$ cat config.mk
export PLATFORM = sky130hd
export DESIGN_NAME = display_init_list_interpreter
export DESIGN_NICKNAME = d
export VERILOG_FILES = /design/src/rtl/core/dili_pkg.sv /design/src/rtl/core/dili_decode.sv /design/src/rtl/core/display_init_list_interpreter.sv
export SDC_FILE = /design/constraint.sdc
export NUM_CORES = 1
export LEC_CHECK = 0
export BUFFER_PORTS_ARGS = -buffer_cell sky130_fd_sc_hd__buf_2
export CORE_MARGIN = 5
export CORE_UTILIZATION = 35
export DETAILED_ROUTE_END_ITERATION = 10
export PLACE_DENSITY = 0.66
export SLEW_MARGIN = 10
export SYNTH_ARGS = -nofsm -noshare
export SYNTH_HDL_FRONTEND = slang
export SYNTH_SLANG_ARGS = --single-unit
export TNS_END_PERCENT = 1
$ cat constraint.sdc
create_clock -name clk_i -period 3.4 [get_ports clk_i]
set_clock_uncertainty 0.05 [all_clocks]
set_input_delay 0.51 -clock clk_i [delete_from_list [all_inputs] [get_ports clk_i]]
set_output_delay 0.51 -clock clk_i [all_outputs]
set_load 0.03 [all_outputs]
$ cat src/rtl/core/dili_pkg.sv
package dili_pkg;

  // parse position within the packed list
  typedef enum logic [2:0] {
    PH_COUNT  = 3'd0,
    PH_CMD    = 3'd1,
    PH_ARGCNT = 3'd2,
    PH_ARGS   = 3'd3,
    PH_DELAY  = 3'd4
  } phase_e;

  // kind of result sent downstream
  typedef enum logic [1:0] {
    KIND_CMD   = 2'd0,
    KIND_DATA  = 2'd1,
    KIND_DELAY = 2'd2
  } kind_e;

  localparam int unsigned ByteW  = 8;
  localparam int unsigned ArgW   = 7;
  localparam int unsigned MsW    = 9;
  localparam int unsigned TdataW = 24;

  localparam logic [ByteW-1:0] LongCode = 8'd255;
  localparam logic [MsW-1:0]   LongMs   = 9'd500;

  typedef struct packed {
    kind_e            kind;
    logic [ByteW-1:0] data;
    logic [MsW-1:0]   ms;
    logic             done;
  } result_t;

endpackage

$ cat src/rtl/core/dili_decode.sv
module dili_decode import dili_pkg::*; (
  input  logic             clk_i,
  input  logic             rst_ni,
  input  logic             accept_i,
  input  logic [ByteW-1:0] list_byte_i,
  input  logic             list_start_i,
  output logic             res_valid_o,
  output result_t          res_o
);

  phase_e           phase_q, phase_d;
  logic [ByteW-1:0] cmds_q, cmds_d;
  logic [ArgW-1:0]  args_q, args_d;
  logic [ByteW-1:0] held_q, held_d;
  logic             dly_q, dly_d;

  logic [ByteW-1:0] cmds_dec;
  logic [ArgW-1:0]  args_dec;
  logic             fin_done;

  // decrement helpers, saturating at zero
  assign cmds_dec = (cmds_q != '0) ? cmds_q - 1'b1 : '0;
  assign args_dec = (args_q != '0) ? args_q - 1'b1 : '0;
  assign fin_done = (cmds_dec == '0);

  always_comb begin
    phase_d     = phase_q;
    cmds_d      = cmds_q;
    args_d      = args_q;
    held_d      = held_q;
    dly_d       = dly_q;
    res_valid_o = 1'b0;
    res_o       = '0;

    if (list_start_i || phase_q == PH_COUNT) begin
      // count byte: resync
      cmds_d  = list_byte_i;
      args_d  = '0;
      dly_d   = 1'b0;
      held_d  = '0;
      phase_d = (list_byte_i == '0) ? PH_COUNT : PH_CMD;
    end else begin
      case (phase_q)
        PH_CMD: begin
          held_d  = list_byte_i;
          phase_d = PH_ARGCNT;
        end
        PH_ARGCNT: begin
          res_valid_o = 1'b1;
          res_o.kind  = KIND_CMD;
          res_o.data  = held_q;
          args_d      = list_byte_i[ArgW-1:0];
          dly_d       = list_byte_i[ByteW-1];
          if (list_byte_i[ArgW-1:0] != '0) begin
            phase_d = PH_ARGS;
          end else if (list_byte_i[ByteW-1]) begin
            phase_d = PH_DELAY;
          end else begin
            cmds_d     = cmds_dec;
            args_d     = '0;
            dly_d      = 1'b0;
            phase_d    = fin_done ? PH_COUNT : PH_CMD;
            res_o.done = fin_done;
          end
        end
        PH_ARGS: begin
          res_valid_o = 1'b1;
          res_o.kind  = KIND_DATA;
          res_o.data  = list_byte_i;
          args_d      = args_dec;
          if (args_dec == '0) begin
            if (dly_q) begin
              phase_d = PH_DELAY;
            end else begin
              cmds_d     = cmds_dec;
              dly_d      = 1'b0;
              phase_d    = fin_done ? PH_COUNT : PH_CMD;
              res_o.done = fin_done;
            end
          end
        end
        PH_DELAY: begin
          res_valid_o = 1'b1;
          res_o.kind  = KIND_DELAY;
          res_o.ms    = (list_byte_i == LongCode) ? LongMs : {1'b0, list_byte_i};
          cmds_d      = cmds_dec;
          args_d      = '0;
          dly_d       = 1'b0;
          phase_d     = fin_done ? PH_COUNT : PH_CMD;
          res_o.done  = fin_done;
        end
        default: begin
          cmds_d  = list_byte_i;
          args_d  = '0;
          dly_d   = 1'b0;
          held_d  = '0;
          phase_d = (list_byte_i == '0) ? PH_COUNT : PH_CMD;
        end
      endcase
    end
  end

  always_ff @(posedge clk_i or negedge rst_ni) begin
    if (!rst_ni) begin
      phase_q <= PH_COUNT;
      cmds_q  <= '0;
      args_q  <= '0;
      held_q  <= '0;
      dly_q   <= 1'b0;
    end else if (accept_i) begin
      phase_q <= phase_d;
      cmds_q  <= cmds_d;
      args_q  <= args_d;
      held_q  <= held_d;
      dly_q   <= dly_d;
    end
  end

endmodule

$ cat src/rtl/core/display_init_list_interpreter.sv
// display init list interpreter
//
// slave stream: one byte of the packed init list per transfer in tdata;
// tuser set forces the byte to be read as the command count (resync).
// the list is a count, then per command: command byte, argument-count byte
// (bit 7 asks for a delay), the arguments, and an optional delay byte.
// master stream: tuser gives the kind (command, data, delay request),
// tdata holds the byte to send and the wait in ms (255 maps to 500),
// tlast marks the final result of the whole list.
// each input byte yields zero or one result; the command byte is held until
// its argument-count byte arrives so that tlast can sit on it.
// a result is registered in the output register, or the skid entry while the
// receiver stalls. throughput: one byte per cycle while tready is high, set
// by combinational parse logic between parser state and output register.
// a two-entry output register (main + skid) decouples the sides: tready
// drops only once both entries are full while the receiver stalls.
// reset clears the parser to "expect count byte" and empties the output.
module display_init_list_interpreter import dili_pkg::*; (
  input  logic              clk_i,
  input  logic              rst_ni,
  input  logic              s_axis_tvalid,
  output logic              s_axis_tready,
  input  logic [ByteW-1:0]  s_axis_tdata,   // [7:0] list_byte
  input  logic [0:0]        s_axis_tuser,   // [0] list_start
  output logic              m_axis_tvalid,
  input  logic              m_axis_tready,
  output logic [TdataW-1:0] m_axis_tdata,   // [7:0] out_byte, [16:8] delay_ms, rest zero
  output logic [1:0]        m_axis_tuser,   // [1:0] out_kind
  output logic              m_axis_tlast    // list_done
);

  logic    accept;
  logic    res_valid;
  result_t res;

  // output register and skid entry
  logic    out_vld_q, out_vld_d;
  logic    skid_vld_q, skid_vld_d;
  result_t out_q, out_d;
  result_t skid_q, skid_d;
  logic    push, pop;

  assign s_axis_tready = !skid_vld_q;
  assign accept        = s_axis_tvalid && s_axis_tready;

  dili_decode u_decode (
    .clk_i        (clk_i),
    .rst_ni       (rst_ni),
    .accept_i     (accept),
    .list_byte_i  (s_axis_tdata),
    .list_start_i (s_axis_tuser[0]),
    .res_valid_o  (res_valid),
    .res_o        (res)
  );

  assign push = accept && res_valid;
  assign pop  = out_vld_q && m_axis_tready;

  always_comb begin
    out_vld_d  = out_vld_q;
    skid_vld_d = skid_vld_q;
    out_d      = out_q;
    skid_d     = skid_q;
    if (pop) begin
      if (skid_vld_q) begin
        // refill from skid entry
        out_d      = skid_q;
        skid_vld_d = 1'b0;
      end else begin
        out_vld_d = 1'b0;
      end
    end
    // push only happens while the skid entry is empty
    if (push) begin
      if (!out_vld_q || pop) begin
        out_d     = res;
        out_vld_d = 1'b1;
      end else begin
        skid_d     = res;
        skid_vld_d = 1'b1;
      end
    end
  end

  always_ff @(posedge clk_i or negedge rst_ni) begin
    if (!rst_ni) begin
      out_vld_q  <= 1'b0;
      skid_vld_q <= 1'b0;
    end else begin
      out_vld_q  <= out_vld_d;
      skid_vld_q <= skid_vld_d;
    end
  end

  // payload, no reset needed
  always_ff @(posedge clk_i) begin
    out_q  <= out_d;
    skid_q <= skid_d;
  end

  assign m_axis_tvalid = out_vld_q;
  assign m_axis_tdata  = {{(TdataW - ByteW - MsW){1'b0}}, out_q.ms, out_q.data};
  assign m_axis_tuser  = out_q.kind;
  assign m_axis_tlast  = out_q.done;

endmodule
# Yosys cells after proc, flatten, opt, wreduce, memory -nomap -nowiden
# Index checks and enable logic that the tools add are counted.
[totals]
input_bits = 13
reg_bits = 69
wordCells = 101
[op_classes]
n_mux = 51
n_eq_ne = 11
addsub = 2
n_reduce_logical = 21
n_bitwise = 1
[op_table]
columns = ["op", "n"]
rows = [
  ["two-way mux 20 bit", 5],
  ["two-way mux 8 bit", 7],
  ["case mux 8 bit (2 select lines)", 2],
  ["case mux 8 bit (4 select lines)", 1],
  ["two-way mux 7 bit", 4],
  ["case mux 7 bit (3 select lines)", 1],
  ["two-way mux 1 bit", 20],
  ["two-way mux 9 bit", 2],
  ["zero test 8 bit", 2],
  ["two-way mux 3 bit", 5],
  ["nonzero test 7 bit", 2],
  ["case mux 3 bit (4 select lines)", 1],
  ["== test 8 bit (second input constant)", 1],
  ["AND reduction 2 bit", 4],
  ["nonzero test 8 bit", 1],
  ["subtractor 8 x 1 -> 8 bit (second input constant)", 1],
  ["zero test 7 bit", 1],
  ["subtractor 7 x 1 -> 7 bit (second input constant)", 1],
  ["== test 3 x 2 -> 1 bit (second input constant)", 2],
  ["inequality test 3 x 2 -> 1 bit (second input constant)", 2],
  ["case mux 1 bit (3 select lines)", 2],
  ["AND reduction 6 bit", 1],
  ["inequality test 2 x 1 -> 1 bit (second input constant)", 2],
  ["case mux 2 bit (2 select lines)", 1],
  ["other kinds (11)", 15],
]

# Depth between registers and ports, before layout
[logic_depth]
depth_word = 9
depth_mapped = 9

# Modules after synthesis
# Synthesis repeated with hierarchy kept, for this count alone.
[hier_totals]
hier_cells = 352
area_unflattened_um2 = 3961.3
[by_module_without_submodules]
columns = ["module", "cells_each", "instances", "area_per_inst_um2"]
rows = [
  ["dili_decode", 247, 1, 2150.8],
  ["display_init_list_interpreter", 105, 1, 1810.5],
]

# Least setup slack after synthesis
# Ideal clock, no wire load.
[synth_timing]
path_kind = "input to register"
from = "input port s_axis_tuser"
to = "register skid_q[0] (netlist name), enable pin"
path_buffers = 1
setup_slack_ns = 0.017
t_required_ns = 2.925
stages = 5
setup_ns = 0.425
arrival_ns = 2.908
path_cell_list = "or4b_1 clkbuf_1 inv_2 nor2_1 nor3_1"
[synth_via]
elab_chain_len = 4
[synth_rtl]
columns = ["element", "line", "rtl"]
rows = [
  ["start, declared", "display_init_list_interpreter.sv:24", "input logic [0:0] s_axis_tuser,"],
  ["logical OR 1 bit", "dili_decode.sv:35", "if (list_start_i || phase_q == PH_COUNT) begin"],
  ["two-way mux 1 bit", "dili_decode.sv:35", ""],
  ["logical AND 1 bit", "display_init_list_interpreter.sv:56", "assign push = accept && res_valid;"],
  ["AND reduction 2 bit (no source line)", "-", ""],
  ["end signal, assigned", "display_init_list_interpreter.sv:98", "skid_q <= skid_d;"],
  ["end, declared", "display_init_list_interpreter.sv:40", "result_t skid_q, skid_d;"],
]
# No other way between the ends.
# A chain may end at the register's enable or synchronous reset.

# Worst setup path after layout
[layout_timing]
from = "register u_decode.cmds_q[0]"
to = "register u_decode.phase_q[0]"
[layout_via]
elab_chain_len = 8
elab_cells_between_ends = 11
[layout_rtl]
columns = ["element", "line", "rtl"]
rows = [
  ["start, declared", "dili_decode.sv:12", "logic [ByteW-1:0] cmds_q, cmds_d;"],
  ["start signal, assigned", "dili_decode.sv:112", "cmds_q <= cmds_d;"],
  ["subtractor 8 x 1 -> 8 bit / nonzero test 8 bit (equally long branches)", "dili_decode.sv:22", "assign cmds_dec = (cmds_q != '0) ? cmds_q - 1'b1 : '0;"],
  ["two-way mux 8 bit *", "dili_decode.sv:22", ""],
  ["zero test 8 bit *", "dili_decode.sv:24", "assign fin_done = (cmds_dec == '0);"],
  ["two-way mux 1 bit *", "dili_decode.sv:62, dili_decode.sv:77, dili_decode.sv:89", ""],
  ["two-way mux 3 bit (on tied branches)", "dili_decode.sv:72, dili_decode.sv:56", ""],
  ["two-way mux 3 bit (on tied branches)", "dili_decode.sv:71, dili_decode.sv:54", ""],
  ["case mux 3 bit (4 select lines) *", "dili_decode.sv:43", "case (phase_q)"],
  ["two-way mux 3 bit *", "dili_decode.sv:35", ""],
  ["end signal, assigned", "dili_decode.sv:111", "phase_q <= phase_d;"],
  ["end, declared", "dili_decode.sv:11", "phase_e phase_q, phase_d;"],
]
# Mark *: on every way between the ends. The rest lies on a longest branch, timed or not. The select of a mux whose other input is x is not followed.

==> results.txt <==
The logs give 5 for the first-pass detailed-route iteration total and 69 for the clock sink count. The library cell with the highest instance count after synthesis is nor2_1. The worst-skew pair later-pin latency was 0.34 ns; the final instance count without filler cells was 523.

After detailed routing, the number of vias per cell comes to 5.31. Measured on the finished design, the core utilization comes to 40.9%. The number of failing hold endpoints at the final stage was 0.

The quantity of I/O buffers inserted on ports works out to 34. The summed instance area of the synthesized netlist is 3560 um^2. No sink is reached through more buffers than the 2 on the longest clock path. The number of buffers and inverters on the critical path is 1, and the placeable core area is 9860 um^2.

The net count of the finished layout is 401. A synthesized cell averages 10.0 um^2. The post-route setup TNS is 0 ns.

Setup repair after global routing left no endpoint under its margin. The origin of the critical flop-to-flop path is u_decode.cmds_q[0]. The run gives 0 as the total count of max-transition violations in the final report. Sorting the synthesized cells by how often they occur yields nor2_1, mux2i_1, a21oi_1, dfrtp_1.

dfrtp_1 takes more of the synthesized area than any other cell. Number of cells produced by synthesis: 355. The post-synthesis register bit count is 69. For the hold-fix buffer count after cts, the log shows 0. STA classifies the critical path startpoint as a flop.

After filler insertion, the fill cell instance count of the layout stands at 970. In this run the power density over the cells is 948 nW/um^2. The signal on the critical path passes through inv_1 > ha_1 > or3b_1 > or4_1 > a2111oi_2 > nor3_1 > o32a_1. The fraction of synthesized cell area taken by the top area cell type is 20.4%, and the data required time at the worst endpoint is 3.57 ns. Counting I/O delays and the setup requirement, the final critical path takes 2.68 ns. Clock-pin slew was measured on the worst setup and hold paths at 0.08 ns.

The async set or reset register ratio after synthesis was 42.0%. The worst pin sits at a relative slew slack of 29.6%. In this design, the stage delay of the slowest critical-path cell is 0.48 ns. Number of instances in the placed design: 507.

Grouping stages by cell kind, the critical path spends the most delay in simple AND/OR/NAND/NOR gates. The logs give 0 for the number of warnings printed during yosys synthesis and 5.68 mm for the HPWL after detailed placement. The count of antenna diodes in the layout is 0. The arithmetic-cell share of the synthesized area counting full adders, half adders and majority gates was 1.05%.

During I/O placement, the number of pins put on the boundary was 42. The number of cells on the worst reg-to-reg path was 7. The proportion of layout cells with a drive suffix above 1 was 17.9%; the count of flip-flops with a built-in enable after synthesis was 20. Summing the areas of all xor and xnor instances in the mapped netlist gives 0.738% of the synthesized area. Initial antenna violation count: 1. The run finished with clean final reports. IR analysis of the VDD net gives a maximum drop of 0.000546 V. The achievable clock frequency was 373 MHz; the via count of the routed design was 2777. In this run the worst setup path begins at u_decode.cmds_q[0]. Of the total synthesized cell area, the portion taken by AND, OR, NAND and NOR gates is 18.2%. Ranked by total cell area, the synthesized netlist is headed by dfrtp_1, edfxtp_1, dfxtp_1. The tools report the remaining global-route overflow as 0. The routed wirelength normalized by instance count is 15.9 um, and the final RePlAce weighted congestion is 0.851. Data arrives at the worst endpoint at 2.85 ns.

After floorplanning, the core was divided into 36 placement rows. The transition time of the tightest slew-check pin was 1.05 ns. TritonCTS built the clock tree.

The die is 111 um tall. Dominant combinational cell family by area after synthesis: simple AND/OR/NAND/NOR gates. Entering global routing, the biggest net connects 41 pins. Once the floorplan was initialized, standard cells occupied 36.1% of the core. Measured along the x axis, the die boundary spans 111 um. Max-cap violations in this run came to 0. The endpoint identified for the worst register-to-register timing path is u_decode.phase_q[0].

The endpoint type of the worst setup path is a flop. Area fraction in compound gates after synthesis: 16.9%. Global routing consumed, over all layers together, 13.8% of the routing resources.

Of the available clock period, the critical path in the final layout requires 78.9%. The slowest library cell on the worst path was or4_1. The number of global-route vias before repair is 2699, and the multiplexer area fraction after synthesis is 9.03%. The wire length after detailed routing is 8.30 mm. By startpoint and endpoint, the worst setup path is classified as reg -> reg. The analysis attributes to cell leakage a power of 1.87 nW. Compared with the post-synthesis result, the final layout area differs by 13.2%. Setup violations remaining at the end of the flow were counted as 0.

For the detailed-route DRC error count, the log shows 0. In this run, distinct cell masters in the synthesized netlist total 65. Buffers inserted during clock tree synthesis total 9. The largest fanout on the critical path is 5, and the reg2reg setup slack is 0.72 ns. The logs give 215 for the number of DRC violations after detailed-routing iteration 0 and 12300 um^2 for the floorplan die area. Quantity of gates resized following cts: 0.

The min-delay analysis places its worst path in the category in -> async. The first global-routing pass estimated 14.0 mm of wire. The logs give 0 for the number of nets with antenna violations after routing and 3 for the H-tree depth reported by CTS.

The post-CTS repair timing setup buffer count was 0; the sequential fraction of the synthesis area was 48.5%. Clock tree synthesis selected as its root buffer the cell clkbuf_8. The most used flip-flop cell after synthesis is dfrtp_1.

The number of cells on the critical path works out to 7.
## layer usage
layer  track usage, %  part of all wire (%)
met1             18.4                    44
met5                0                  0.24
met2             21.8                    48
met3             4.04                   5.9
met4             4.35                   1.5
## area by class of cell
cell class / count / area (um^2) / share of cell area (%)
Tap cell: 133 / 166 / 4.13
Inverter: 11 / 41.3 / 1.02
Timing Repair Buffer: 40 / 215 / 5.34
Multi-Input combinational cell: 254 / 1670 / 41.3
Clock buffer: 10 / 128 / 3.17
Clock inverter: 6 / 88.8 / 2.20
Sequential cell: 69 / 1730 / 42.8
## through the flow
step | power, mW | hold WS, ns | worst slack [ns] | cell area (um^2)
floorplan | 2.72 | 0.164 | 0.0168 | 3580
CTS | 3.85 | 0.169 | 0.712 | 4030
global route | 4.11 | 0.196 | 0.567 | 4030
global placement | 3.07 | 0.433 | 0.758 | 3810
detailed placement | 3.10 | 0.432 | 0.673 | 3810
finish | 3.82 | 0.164 | 0.719 | 4030
## worst max-delay path by stage
stage / to
3_5_place_dp: skid_q[16]
5_1_grt: u_decode.phase_q[0]
6_report: u_decode.phase_q[0]
2_1_floorplan: skid_q[0]
4_1_cts: u_decode.phase_q[0]
3_3_place_gp: skid_q[18]
## layout by cell type, fill, tap and decap left out, types with 5 or more instances in the layout
| cell type | Yosys | final |
|---|---|---|
| and2_1 | 9 | 9 |
| dfrtp_1 | 29 | 29 |
| nor3_1 | 9 | 8 |
| buf_2 | 2 | 34 |
| o21ai_0 | 10 | 10 |
| a22oi_1 | 9 | 9 |
| a21oi_1 | 29 | 29 |
| edfxtp_1 | 20 | 20 |
| mux2i_1 | 31 | 31 |
| nor2_1 | 43 | 43 |
| nand2_1 | 14 | 14 |
| inv_1 | 9 | 9 |
| o31ai_1 | 5 | 5 |
| clkbuf_8 | 0 | 9 |
| a22o_1 | 11 | 11 |
| conb_1 | 1 | 7 |
| buf_4 | 8 | 6 |
| dfxtp_1 | 20 | 20 |
| o21ai_1 | 5 | 5 |
## report_power, final
part           total (mW)  internal [mW]  switching, mW  leakage [nW]
Sequential           1.35           1.12          0.231         0.751
Combinational        1.74          0.693           1.05          1.02
Clock               0.733          0.413          0.320         0.102
## sequential cells by signal, indices dropped and copies added (netlist names)
signal / count
m_axis_tlast: 1
u_decode.held_q: 8
m_axis_tuser: 2
u_decode.cmds_q: 8
u_decode.args_q: 7
u_decode.phase_q: 3
m_axis_tdata: 17
skid_vld_q: 1
skid_q: 20
u_decode.dly_q: 1
m_axis_tvalid: 1
## logic make-up (layout without fill, tap and decap cells)
logic type,count (synthesis),count (layout)
AO/OA/AOI/OAI,89,89
other,1,7
multiplexers,32,32
flip-flops,69,69
AND/OR/NAND/NOR,120,120
adder cells (fa/ha/maj),3,3
XOR/XNOR,3,3
buffers and inverters,38,67
Power figures use the tool's default switching activity.
